<file path="src/rtl/h264_nal_unit_splitter_assert.svh">
// Assertion macros for the NAL unit splitter; the using module supplies clk and arst_n.
`ifndef H264_NAL_UNIT_SPLITTER_ASSERT_SVH
`define H264_NAL_UNIT_SPLITTER_ASSERT_SVH
`ifndef SYNTH
`define NUS_ASSERT_NOW(label, ante, cons) \
	label: assert property (@(posedge clk) disable iff (!arst_n) (ante) |-> (cons)) \
		else $error("nal splitter check failed");
`define NUS_ASSERT_NEXT(label, ante, cons) \
	label: assert property (@(posedge clk) disable iff (!arst_n) (ante) |=> (cons)) \
		else $error("nal splitter check failed");
`else
`define NUS_ASSERT_NOW(label, ante, cons)
`define NUS_ASSERT_NEXT(label, ante, cons)
`endif
`endif

</file>
<file path="src/rtl/nus_pkg.sv">
package nus_pkg;

	localparam int PACKET_LEN_BITS = 24;
	localparam int QUEUE_DEPTH = 4;
	localparam int QPTR_BITS = $clog2(QUEUE_DEPTH);

	localparam logic [1:0] PH_SEARCH = 2'd0;
	localparam logic [1:0] PH_UNIT = 2'd1;
	localparam logic [1:0] PH_DROP = 2'd2;
	localparam logic [1:0] PH_IDLE = 2'd3;

	localparam logic [1:0] KIND_DATA = 2'd0;
	localparam logic [1:0] KIND_END = 2'd1;
	localparam logic [1:0] KIND_OVERSIZE = 2'd2;

	localparam logic [2:0] MAX_PREFIX = 3'd4;
	localparam logic [7:0] TYPE_MASK = 8'h1F;
	localparam logic [1:0] ZERO_RUN_MAX = 2'd2;

	typedef struct packed {
		logic [7:0]                 in_byte;
		logic                       packet_start;
		logic [PACKET_LEN_BITS-1:0] packet_len;
		logic                       packet_end;
	} in_item_t;

	typedef struct packed {
		logic [1:0] item_kind;
		logic [7:0] out_byte;
		logic       first_of_unit;
		logic [4:0] unit_type;
		logic [1:0] ref_level;
		logic       last_of_run;
	} out_item_t;

	typedef struct packed {
		logic [1:0] zeros;
		logic       has_byte;
		logic [7:0] data_byte;
		logic       has_end;
		logic       oversize;
		logic       first;
	} run_t;

endpackage

</file>
<file path="src/rtl/h264_nal_unit_splitter.sv">
// H.264 NAL unit splitter: takes packet bytes and emits NAL unit bytes and markers.
// Input channel: a queue write port; a byte transaction completes when push is high
// and full is low. packet_start marks the first byte and carries packet_len;
// packet_end marks the last byte.
// Result channel: a queue read port; the oldest result sits on result while empty
// is low and leaves when pop is high. Each result is a unit byte (header fields on
// the first byte of a unit), an end-of-unit marker or an oversize-length marker.
// Configuration: cfg_valid/cfg_data write prefix_size (0 start codes, 1..4 length
// prefix bytes, larger values act as 4); cfg_ready is always high and full is held
// high while cfg_valid is high. Write only while no results are pending.
// Path: each result passes through the run queue and then the output register, and
// waits longer when earlier results are still waiting.
// Throughput: one byte per cycle while full is low; a four-entry run queue feeds the
// back expander, which delivers one result per cycle while pop is high, so a byte
// that causes more than one result holds the result port until all have left.
// Reset clears the parser, the run queue and the output valid flag; prefix_size is 0.
// When the receiver stalls, the run queue fills and full rises to hold the sender.
module h264_nal_unit_splitter (
	input  logic               clk,
	input  logic               arst_n,
	input  logic               push,
	output logic               full,
	input  nus_pkg::in_item_t  data,
	output logic               empty,
	input  logic               pop,
	output nus_pkg::out_item_t result,
	input  logic               cfg_valid,
	output logic               cfg_ready,
	input  logic [2:0]         cfg_data
);

	logic          q_wr;
	logic          q_rd;
	logic          q_full;
	logic          q_empty;
	nus_pkg::run_t q_run;
	nus_pkg::run_t q_head;

	assign cfg_ready = 1'b1;
	assign full = q_full || cfg_valid;

	nus_front u_front (
		.clk      (clk),
		.arst_n   (arst_n),
		.cfg_we   (cfg_valid),
		.cfg_data (cfg_data),
		.push     (push),
		.data     (data),
		.q_full   (q_full),
		.q_wr     (q_wr),
		.q_run    (q_run)
	);

	nus_queue u_queue (
		.clk    (clk),
		.arst_n (arst_n),
		.wr     (q_wr),
		.wr_run (q_run),
		.rd     (q_rd),
		.head   (q_head),
		.full   (q_full),
		.empty  (q_empty)
	);

	nus_back u_back (
		.clk     (clk),
		.arst_n  (arst_n),
		.head    (q_head),
		.q_empty (q_empty),
		.q_rd    (q_rd),
		.pop     (pop),
		.empty   (empty),
		.result  (result)
	);

endmodule

</file>
<file path="src/rtl/nus_front.sv">
module nus_front (
	input  logic              clk,
	input  logic              arst_n,
	input  logic              cfg_we,
	input  logic [2:0]        cfg_data,
	input  logic              push,
	input  nus_pkg::in_item_t data,
	input  logic              q_full,
	output logic              q_wr,
	output nus_pkg::run_t     q_run
);

	localparam int PLB = nus_pkg::PACKET_LEN_BITS;

	logic [2:0]     prefix_q;
	logic [1:0]     phase_q;
	logic [1:0]     zero_run_q;
	logic           unit_open_q;
	logic [2:0]     prefix_count_q;
	logic [31:0]    length_accum_q;
	logic [31:0]    unit_left_q;
	logic [PLB-1:0] packet_left_q;

	logic           accept;
	logic [2:0]     sz;
	logic [1:0]     ph;
	logic [1:0]     zr;
	logic           uo;
	logic [2:0]     pc;
	logic [31:0]    acc;
	logic [31:0]    ubl;
	logic [PLB-1:0] pbl;
	logic [PLB-1:0] left;
	logic [31:0]    acc_sh;
	logic [1:0]     nz;
	logic           hb;
	logic           he;
	logic           ov;
	logic           first;

	assign accept = push && !q_full && !cfg_we;

	always_comb begin
		sz = (prefix_q > nus_pkg::MAX_PREFIX) ? nus_pkg::MAX_PREFIX : prefix_q;
		ph = phase_q;
		zr = zero_run_q;
		uo = unit_open_q;
		pc = prefix_count_q;
		acc = length_accum_q;
		ubl = unit_left_q;
		pbl = packet_left_q;
		left = '0;
		nz = 2'd0;
		hb = 1'b0;
		he = 1'b0;
		ov = 1'b0;
		if (data.packet_start) begin
			ph = nus_pkg::PH_SEARCH;
			zr = 2'd0;
			uo = 1'b0;
			pc = 3'd0;
			acc = 32'd0;
			ubl = 32'd0;
			pbl = data.packet_len;
		end
		if (pbl != '0) begin
			pbl = pbl - 1'b1;
		end
		first = !uo;
		acc_sh = {acc[23:0], data.in_byte};
		if (ph != nus_pkg::PH_IDLE) begin
			if (sz == 3'd0) begin
				if (ph == nus_pkg::PH_SEARCH) begin
					if (data.in_byte == 8'd0) begin
						if (zr < nus_pkg::ZERO_RUN_MAX) zr = zr + 1'b1;
					end else begin
						if (data.in_byte == 8'd1 && zr >= nus_pkg::ZERO_RUN_MAX) begin
							ph = nus_pkg::PH_UNIT;
							uo = 1'b0;
						end
						zr = 2'd0;
					end
				end else begin
					if (data.in_byte == 8'd0) begin
						if (zr >= nus_pkg::ZERO_RUN_MAX) begin
							nz = 2'd1;
							uo = 1'b1;
						end else begin
							zr = zr + 1'b1;
						end
					end else if (data.in_byte == 8'd1 && zr >= nus_pkg::ZERO_RUN_MAX) begin
						he = uo;
						uo = 1'b0;
						zr = 2'd0;
					end else begin
						nz = zr;
						hb = 1'b1;
						uo = 1'b1;
						zr = 2'd0;
					end
				end
				if (data.packet_end) begin
					if (ph == nus_pkg::PH_UNIT) begin
						nz = nz + zr;
						if (zr != 2'd0) uo = 1'b1;
						if (uo) he = 1'b1;
					end
					ph = nus_pkg::PH_IDLE;
					zr = 2'd0;
					uo = 1'b0;
					pc = 3'd0;
					acc = 32'd0;
					ubl = 32'd0;
				end
			end else begin
				if (ph == nus_pkg::PH_SEARCH) begin
					acc = acc_sh;
					pc = pc + 1'b1;
					if (pc >= sz) begin
						left = data.packet_end ? '0 : pbl;
						pc = 3'd0;
						if (acc_sh > 32'(left)) begin
							ov = 1'b1;
							ph = nus_pkg::PH_DROP;
						end else if (acc_sh != 32'd0) begin
							ph = nus_pkg::PH_UNIT;
							ubl = acc_sh;
							uo = 1'b0;
						end
						acc = 32'd0;
					end
				end else if (ph == nus_pkg::PH_UNIT) begin
					hb = 1'b1;
					uo = 1'b1;
					if (ubl != 32'd0) ubl = ubl - 1'b1;
					if (ubl == 32'd0) begin
						he = 1'b1;
						uo = 1'b0;
						ph = nus_pkg::PH_SEARCH;
					end
				end
				if (data.packet_end) begin
					if (ph == nus_pkg::PH_UNIT && uo) he = 1'b1;
					ph = nus_pkg::PH_IDLE;
					zr = 2'd0;
					uo = 1'b0;
					pc = 3'd0;
					acc = 32'd0;
					ubl = 32'd0;
				end
			end
		end
	end

	assign q_run.zeros = nz;
	assign q_run.has_byte = hb;
	assign q_run.data_byte = data.in_byte;
	assign q_run.has_end = he;
	assign q_run.oversize = ov;
	assign q_run.first = first;
	assign q_wr = accept && (nz != 2'd0 || hb || he || ov);

	always_ff @(posedge clk or negedge arst_n) begin
		if (!arst_n) begin
			prefix_q <= 3'd0;
			phase_q <= nus_pkg::PH_SEARCH;
			zero_run_q <= 2'd0;
			unit_open_q <= 1'b0;
			prefix_count_q <= 3'd0;
			length_accum_q <= 32'd0;
			unit_left_q <= 32'd0;
			packet_left_q <= '0;
		end else if (cfg_we) begin
			prefix_q <= cfg_data;
			phase_q <= nus_pkg::PH_SEARCH;
			zero_run_q <= 2'd0;
			unit_open_q <= 1'b0;
			prefix_count_q <= 3'd0;
			length_accum_q <= 32'd0;
			unit_left_q <= 32'd0;
		end else if (accept) begin
			phase_q <= ph;
			zero_run_q <= zr;
			unit_open_q <= uo;
			prefix_count_q <= pc;
			length_accum_q <= acc;
			unit_left_q <= ubl;
			packet_left_q <= pbl;
		end
	end

endmodule

</file>
<file path="src/rtl/nus_queue.sv">
`include "h264_nal_unit_splitter_assert.svh"

module nus_queue (
	input  logic          clk,
	input  logic          arst_n,
	input  logic          wr,
	input  nus_pkg::run_t wr_run,
	input  logic          rd,
	output nus_pkg::run_t head,
	output logic          full,
	output logic          empty
);

	localparam int PB = nus_pkg::QPTR_BITS;

	nus_pkg::run_t mem_q [nus_pkg::QUEUE_DEPTH];
	logic [PB-1:0] wr_ptr_q;
	logic [PB-1:0] rd_ptr_q;
	logic [PB:0]   count_q;

	assign full = count_q == (PB+1)'(nus_pkg::QUEUE_DEPTH);
	assign empty = count_q == '0;
	assign head = mem_q[rd_ptr_q];

	always_ff @(posedge clk) begin
		if (wr) begin
			mem_q[wr_ptr_q] <= wr_run;
		end
	end

	always_ff @(posedge clk or negedge arst_n) begin
		if (!arst_n) begin
			wr_ptr_q <= '0;
			rd_ptr_q <= '0;
			count_q <= '0;
		end else begin
			if (wr) wr_ptr_q <= wr_ptr_q + 1'b1;
			if (rd) rd_ptr_q <= rd_ptr_q + 1'b1;
			if (wr && !rd) count_q <= count_q + 1'b1;
			else if (rd && !wr) count_q <= count_q - 1'b1;
		end
	end

	`NUS_ASSERT_NOW(a_no_overflow, wr, !full)
	`NUS_ASSERT_NOW(a_no_underflow, rd, !empty)
	`NUS_ASSERT_NEXT(a_count_up, wr && !rd, count_q == $past(count_q) + 1'b1)

endmodule

</file>
<file path="src/rtl/nus_back.sv">
`include "h264_nal_unit_splitter_assert.svh"

module nus_back (
	input  logic               clk,
	input  logic               arst_n,
	input  nus_pkg::run_t      head,
	input  logic               q_empty,
	output logic               q_rd,
	input  logic               pop,
	output logic               empty,
	output nus_pkg::out_item_t result
);

	nus_pkg::out_item_t res_q;
	nus_pkg::out_item_t cur;
	logic               valid_q;
	logic [1:0]         step_q;
	logic [2:0]         run_len;
	logic               last;
	logic               load;
	logic [7:0]         hdr;

	assign run_len = {1'b0, head.zeros} + {2'b0, head.has_byte} + {2'b0, head.has_end}
		+ {2'b0, head.oversize};
	assign last = ({1'b0, step_q} + 3'd1) == run_len;
	assign load = (!valid_q || pop) && !q_empty;
	assign q_rd = load && last;

	always_comb begin
		cur = '0;
		if (head.oversize) begin
			cur.item_kind = nus_pkg::KIND_OVERSIZE;
		end else if (step_q < head.zeros) begin
			cur.item_kind = nus_pkg::KIND_DATA;
		end else if (head.has_byte && step_q == head.zeros) begin
			cur.item_kind = nus_pkg::KIND_DATA;
			cur.out_byte = head.data_byte;
		end else begin
			cur.item_kind = nus_pkg::KIND_END;
		end
		cur.first_of_unit = head.first && step_q == 2'd0
			&& cur.item_kind == nus_pkg::KIND_DATA;
		hdr = cur.first_of_unit ? cur.out_byte : 8'd0;
		cur.unit_type = 5'(hdr & nus_pkg::TYPE_MASK);
		cur.ref_level = hdr[6:5];
		cur.last_of_run = last;
	end

	always_ff @(posedge clk) begin
		if (load) begin
			res_q <= cur;
		end
	end

	always_ff @(posedge clk or negedge arst_n) begin
		if (!arst_n) begin
			valid_q <= 1'b0;
			step_q <= 2'd0;
		end else begin
			if (load) begin
				valid_q <= 1'b1;
				step_q <= last ? 2'd0 : step_q + 1'b1;
			end else if (pop) begin
				valid_q <= 1'b0;
			end
		end
	end

	assign empty = !valid_q;
	assign result = res_q;

	`NUS_ASSERT_NOW(a_step_in_run, !q_empty, 3'(step_q) < run_len)
	`NUS_ASSERT_NOW(a_step_needs_run, step_q != 2'd0, !q_empty)
	`NUS_ASSERT_NEXT(a_load_shows, load, valid_q && result == $past(cur))

endmodule

</file>
<file path="config.mk">
export PLATFORM = sky130hd
export DESIGN_NAME = h264_nal_unit_splitter
export DESIGN_NICKNAME = d
export VERILOG_FILES = /design/src/rtl/nus_pkg.sv /design/src/rtl/h264_nal_unit_splitter.sv /design/src/rtl/nus_front.sv /design/src/rtl/nus_queue.sv /design/src/rtl/nus_back.sv
export VERILOG_INCLUDE_DIRS = /design/src /design/src/rtl
export SDC_FILE = /design/constraint.sdc
export NUM_CORES = 1
export LEC_CHECK = 0
export ABC_AREA = 1
export BUFFER_PORTS_ARGS = -buffer_cell sky130_fd_sc_hd__buf_4
export CAP_MARGIN = 10
export CORE_ASPECT_RATIO = 0.6
export CORE_UTILIZATION = 55
export DETAILED_ROUTE_END_ITERATION = 10
export PLACE_DENSITY_LB_ADDON = 0.15
export SLEW_MARGIN = 20
export SYNTH_ARGS = -nofsm -noshare
export SYNTH_HDL_FRONTEND = slang
export SYNTH_SLANG_ARGS = --single-unit
</file>
<file path="constraint.sdc">
create_clock -name clk -period 12.8 [get_ports clk]
set_input_delay 1.28 -clock clk [delete_from_list [all_inputs] [get_ports clk]]
set_output_delay 1.28 -clock clk [all_outputs]
set_load 0.05 [all_outputs]
</file>
==> impl_metrics.env <==
export IMPL_status="finished, final reports clean"
export IMPL_numCtsBuffers=17
export IMPL_yosysUniqueCellTypes=58
export IMPL_post_cts_buffers=0
export IMPL_ff2ff_path_depth=28
export IMPL_path_clk_slew_ps=80
export IMPL_core_area_um2=22300
export IMPL_yosysTopAreaCellShare_pct=19.9
export IMPL_clock_root_buffer="clkbuf_16"
export IMPL_start_util_pct=56.8
export IMPL_r2r_start="u_front.packet_left_q[0]$_DFFE_PN0P_"
export IMPL_drive_gt1_share_pct=11.6
export IMPL_cpMostUsedCell="nand2_1"
export IMPL_slowest_delay_ps=830
export IMPL_synthesis_instances=1744
export IMPL_reg2reg_to="u_front.unit_left_q[12]$_DFFE_PN0P_"
export IMPL_hold_viol_final=0
export IMPL_whs_endpoint="u_front.packet_left_q[12]$_DFFE_PN0P_"
export IMPL_drc=0
export IMPL_syn_num_nets=1831
export IMPL_finalClockSkew_ps=8.72
export IMPL_die_h_um=120
export IMPL_grt_use_total_pct=36.9
export IMPL_static_leakage_power_nw=6.68
export IMPL_worst_ep_arrival_time_ps=7060
export IMPL_area_delta_synth_final_pct=9.20
export IMPL_clk_latency_ps=460
export IMPL_p_switching_mw=1.14
export IMPL_synth_seq_cells=176
export IMPL_synth_area_um2=12700
export IMPL_finalSetupViolations=0
export IMPL_hold_path_depth=2
export IMPL_path_max_fanout=67
export IMPL_synth_edff_count=75
export IMPL_place_congestion=1.05
export IMPL_fin_crit_sh_pct=52.4
export IMPL_die_w_um=198
export IMPL_io_buffer_count=62
export IMPL_synth_flop_cell="dfrtp_1"
export IMPL_ant_nets=0
export IMPL_drv_cap=0
export IMPL_cts_hold_buf=0
export IMPL_switching_share_pct=46.8
export IMPL_synth_largest_area_cell="dfrtp_1"
export IMPL_yosysSeqAreaShare_pct=37.7
export IMPL_regToRegSetupSlack_ps=7510
export IMPL_fill_cells=2029
export IMPL_cp_start_kind="input pin"
export IMPL_detail_route_wl_per_cell_um=20.2
export IMPL_tightest_slew_ps=1060
export IMPL_power_frac_seq_pct=30.8
export IMPL_worstHoldStart="u_front.packet_left_q[12]$_DFFE_PN0P_"
export IMPL_ys_warn_count=0
export IMPL_rsz0062_at_grt="no"
export IMPL_num_vias=12500
export IMPL_die_area_um2=23700
export IMPL_post_place_cells=2054
export IMPL_overflow=0
export IMPL_cp_required_ps=13150
export IMPL_wl_um=42200
export IMPL_dp_hpwl_um=30700
export IMPL_drv_slew=0
export IMPL_cts_max_level=4
export IMPL_synth_most_common_cell="nand2_1"
export IMPL_first_iter_violations=1552
export IMPL_drt_vias_per_instance=5.98
export IMPL_synth_common_cells="nand2_1, inv_1, nor2_1"
export IMPL_cts_tree="done"
export IMPL_ioPinCount=64
export IMPL_grt_start_max_net_pins=68
export IMPL_relSlewSlack_pct=29.2
export IMPL_syn_avg_cell_area_um2=7.28
export IMPL_ys_top_cells_by_area="dfrtp_1, edfxtp_1, nand2_1"
export IMPL_antenna_found_initial=2
export IMPL_p_int_mw=1.30
export IMPL_hold_ws_ps=479
export IMPL_tns_ps=0
export IMPL_slowest_stage="nor2_4"
export IMPL_cp_end_kind="register"
export IMPL_cts_sinks=176
export IMPL_post_route_util_pct=62.0
export IMPL_cts_resized=0
export IMPL_max_freq_ghz=0.149
export IMPL_grt_pass1_wl_um=65400
export IMPL_period_minus_slack_ps=6700
export IMPL_grt_pass1_vias=11400
export IMPL_crit_type="input pin to register"
export IMPL_powerDensity_nw_per_um2=176
export IMPL_async_reset_ff_share_pct=57.4
export IMPL_rows=42
export IMPL_ir_drop_v=0.0000911
export IMPL_clkPwrFrac_pct=21.0
export IMPL_clock_path_buffers=2
export IMPL_holdCritPathClass="register to register"
export IMPL_fin_nets=1852
export IMPL_p_comb_share_pct=48.2
export IMPL_dr_pass1_iters=6
export IMPL_finalNonFillerCells=2087
[sequential cells by signal, summed over array words and instances (netlist names)]
| register | count |
|---|---|
| u_front.prefix_q | 3 |
| u_front.zero_run_q | 2 |
| u_front.phase_q | 2 |
| u_queue.count_q | 3 |
| u_queue.rd_ptr_q | 2 |
| u_front.packet_left_q | 24 |
| u_front.unit_left_q | 32 |
| u_front.prefix_count_q | 3 |
| u_front.length_accum_q | 24 |
| u_back.valid_q | 1 |
| u_queue.mem_q | 56 |
| u_queue.wr_ptr_q | 2 |
| u_back.result | 19 |
| u_front.unit_open_q | 1 |
| u_back.step_q | 2 |
[per-stage QoR]
stage               setup slack, ps  instance area [um^2]  total power, mW
finish                         6100                 13900             2.43
global route                   5610                 13900             2.58
CTS                            6230                 13900             2.40
detailed placement             5760                 13300             1.89
global placement               5830                 13300             1.87
floorplan                      6830                 12700             1.58
[power groups by stage]
stage | Sequential (mW) | Clock [mW] | Combinational [mW]
3_3_place_gp | 0.756 | 0 | 1.11
3_5_place_dp | 0.757 | 0 | 1.13
4_1_cts | 0.748 | 0.516 | 1.14
2_1_floorplan | 0.818 | 0 | 0.761
5_1_grt | 0.759 | 0.535 | 1.28
6_report | 0.749 | 0.510 | 1.17
[worst max-delay path by stage]
stage | cells after the start | endpoint | from
floorplan | 35 | u_queue.count_q[2]$_DFFE_PN0P_ | data[25]
detailed placement | 29 | u_front.unit_left_q[29]$_DFFE_PN0P_ | data[25]
global route | 31 | u_front.unit_left_q[12]$_DFFE_PN0P_ | data[25]
finish | 31 | u_front.unit_left_q[12]$_DFFE_PN0P_ | data[25]
global placement | 35 | u_queue.count_q[2]$_DFFE_PN0P_ | data[25]
CTS | 31 | u_front.unit_left_q[12]$_DFFE_PN0P_ | data[25]
[cells in the final DEF (no fill, tap or decap), types with 6 or more instances in the layout]
cell type / n
nand2_1: 439
inv_1: 188
nor2_1: 181
o21ai_0: 155
dfrtp_1: 101
nand3_1: 87
buf_4: 78
edfxtp_1: 75
a21oi_1: 71
ha_1: 42
o211ai_1: 32
o22ai_1: 31
nand2_2: 24
nand4_1: 23
o21ai_1: 20
xor2_1: 19
nor2_2: 18
nor3_1: 17
clkbuf_16: 17
inv_2: 14
xnor2_1: 12
or2_1: 11
o221ai_1: 11
mux2i_1: 8
o21ai_2: 8
nor2_4: 7
nand2_4: 7
clkinv_1: 6
nor4_1: 6
a221oi_1: 6
[area by class of cell]
type                            count  area (um^2)  area share [%]
Multi-Input combinational cell   1283         6760            48.8
Sequential cell                   176         4780            34.5
Inverter                          209          786            5.67
Timing Repair Buffer               78          586            4.23
Clock buffer                       19          433            3.12
Tap cell                          308          385            2.78
Clock inverter                     13          124           0.894
Antenna cell                        1         2.50          0.0181
[routing by layer]
layer  track usage [%]  part of all wire [%]
met5              3.92                  0.31
met3              15.7                    15
met4              7.80                   1.5
met1              55.6                    45
met2              47.5                    38
[worst max-delay path: cells and delay by family]
| kind | cells | cell delay [ps] |
|---|---|---|
| fa+ha+maj | 1 | 300 |
| simple gates | 20 | 2960 |
| compound gates | 4 | 720 |
| xor+xnor | 1 | 250 |
| buf+inv | 5 | 1480 |
[cells by family after synthesis]
logic type,synth area share [%]
compound gates,16.5
xor+xnor,2.14
fa+ha+maj,4.61
buf+inv,9.20
flops,37.7
mux,0.631
other cells,0.0296
simple gates,29.3
No activity file was read; power rests on OpenSTA's default activity.
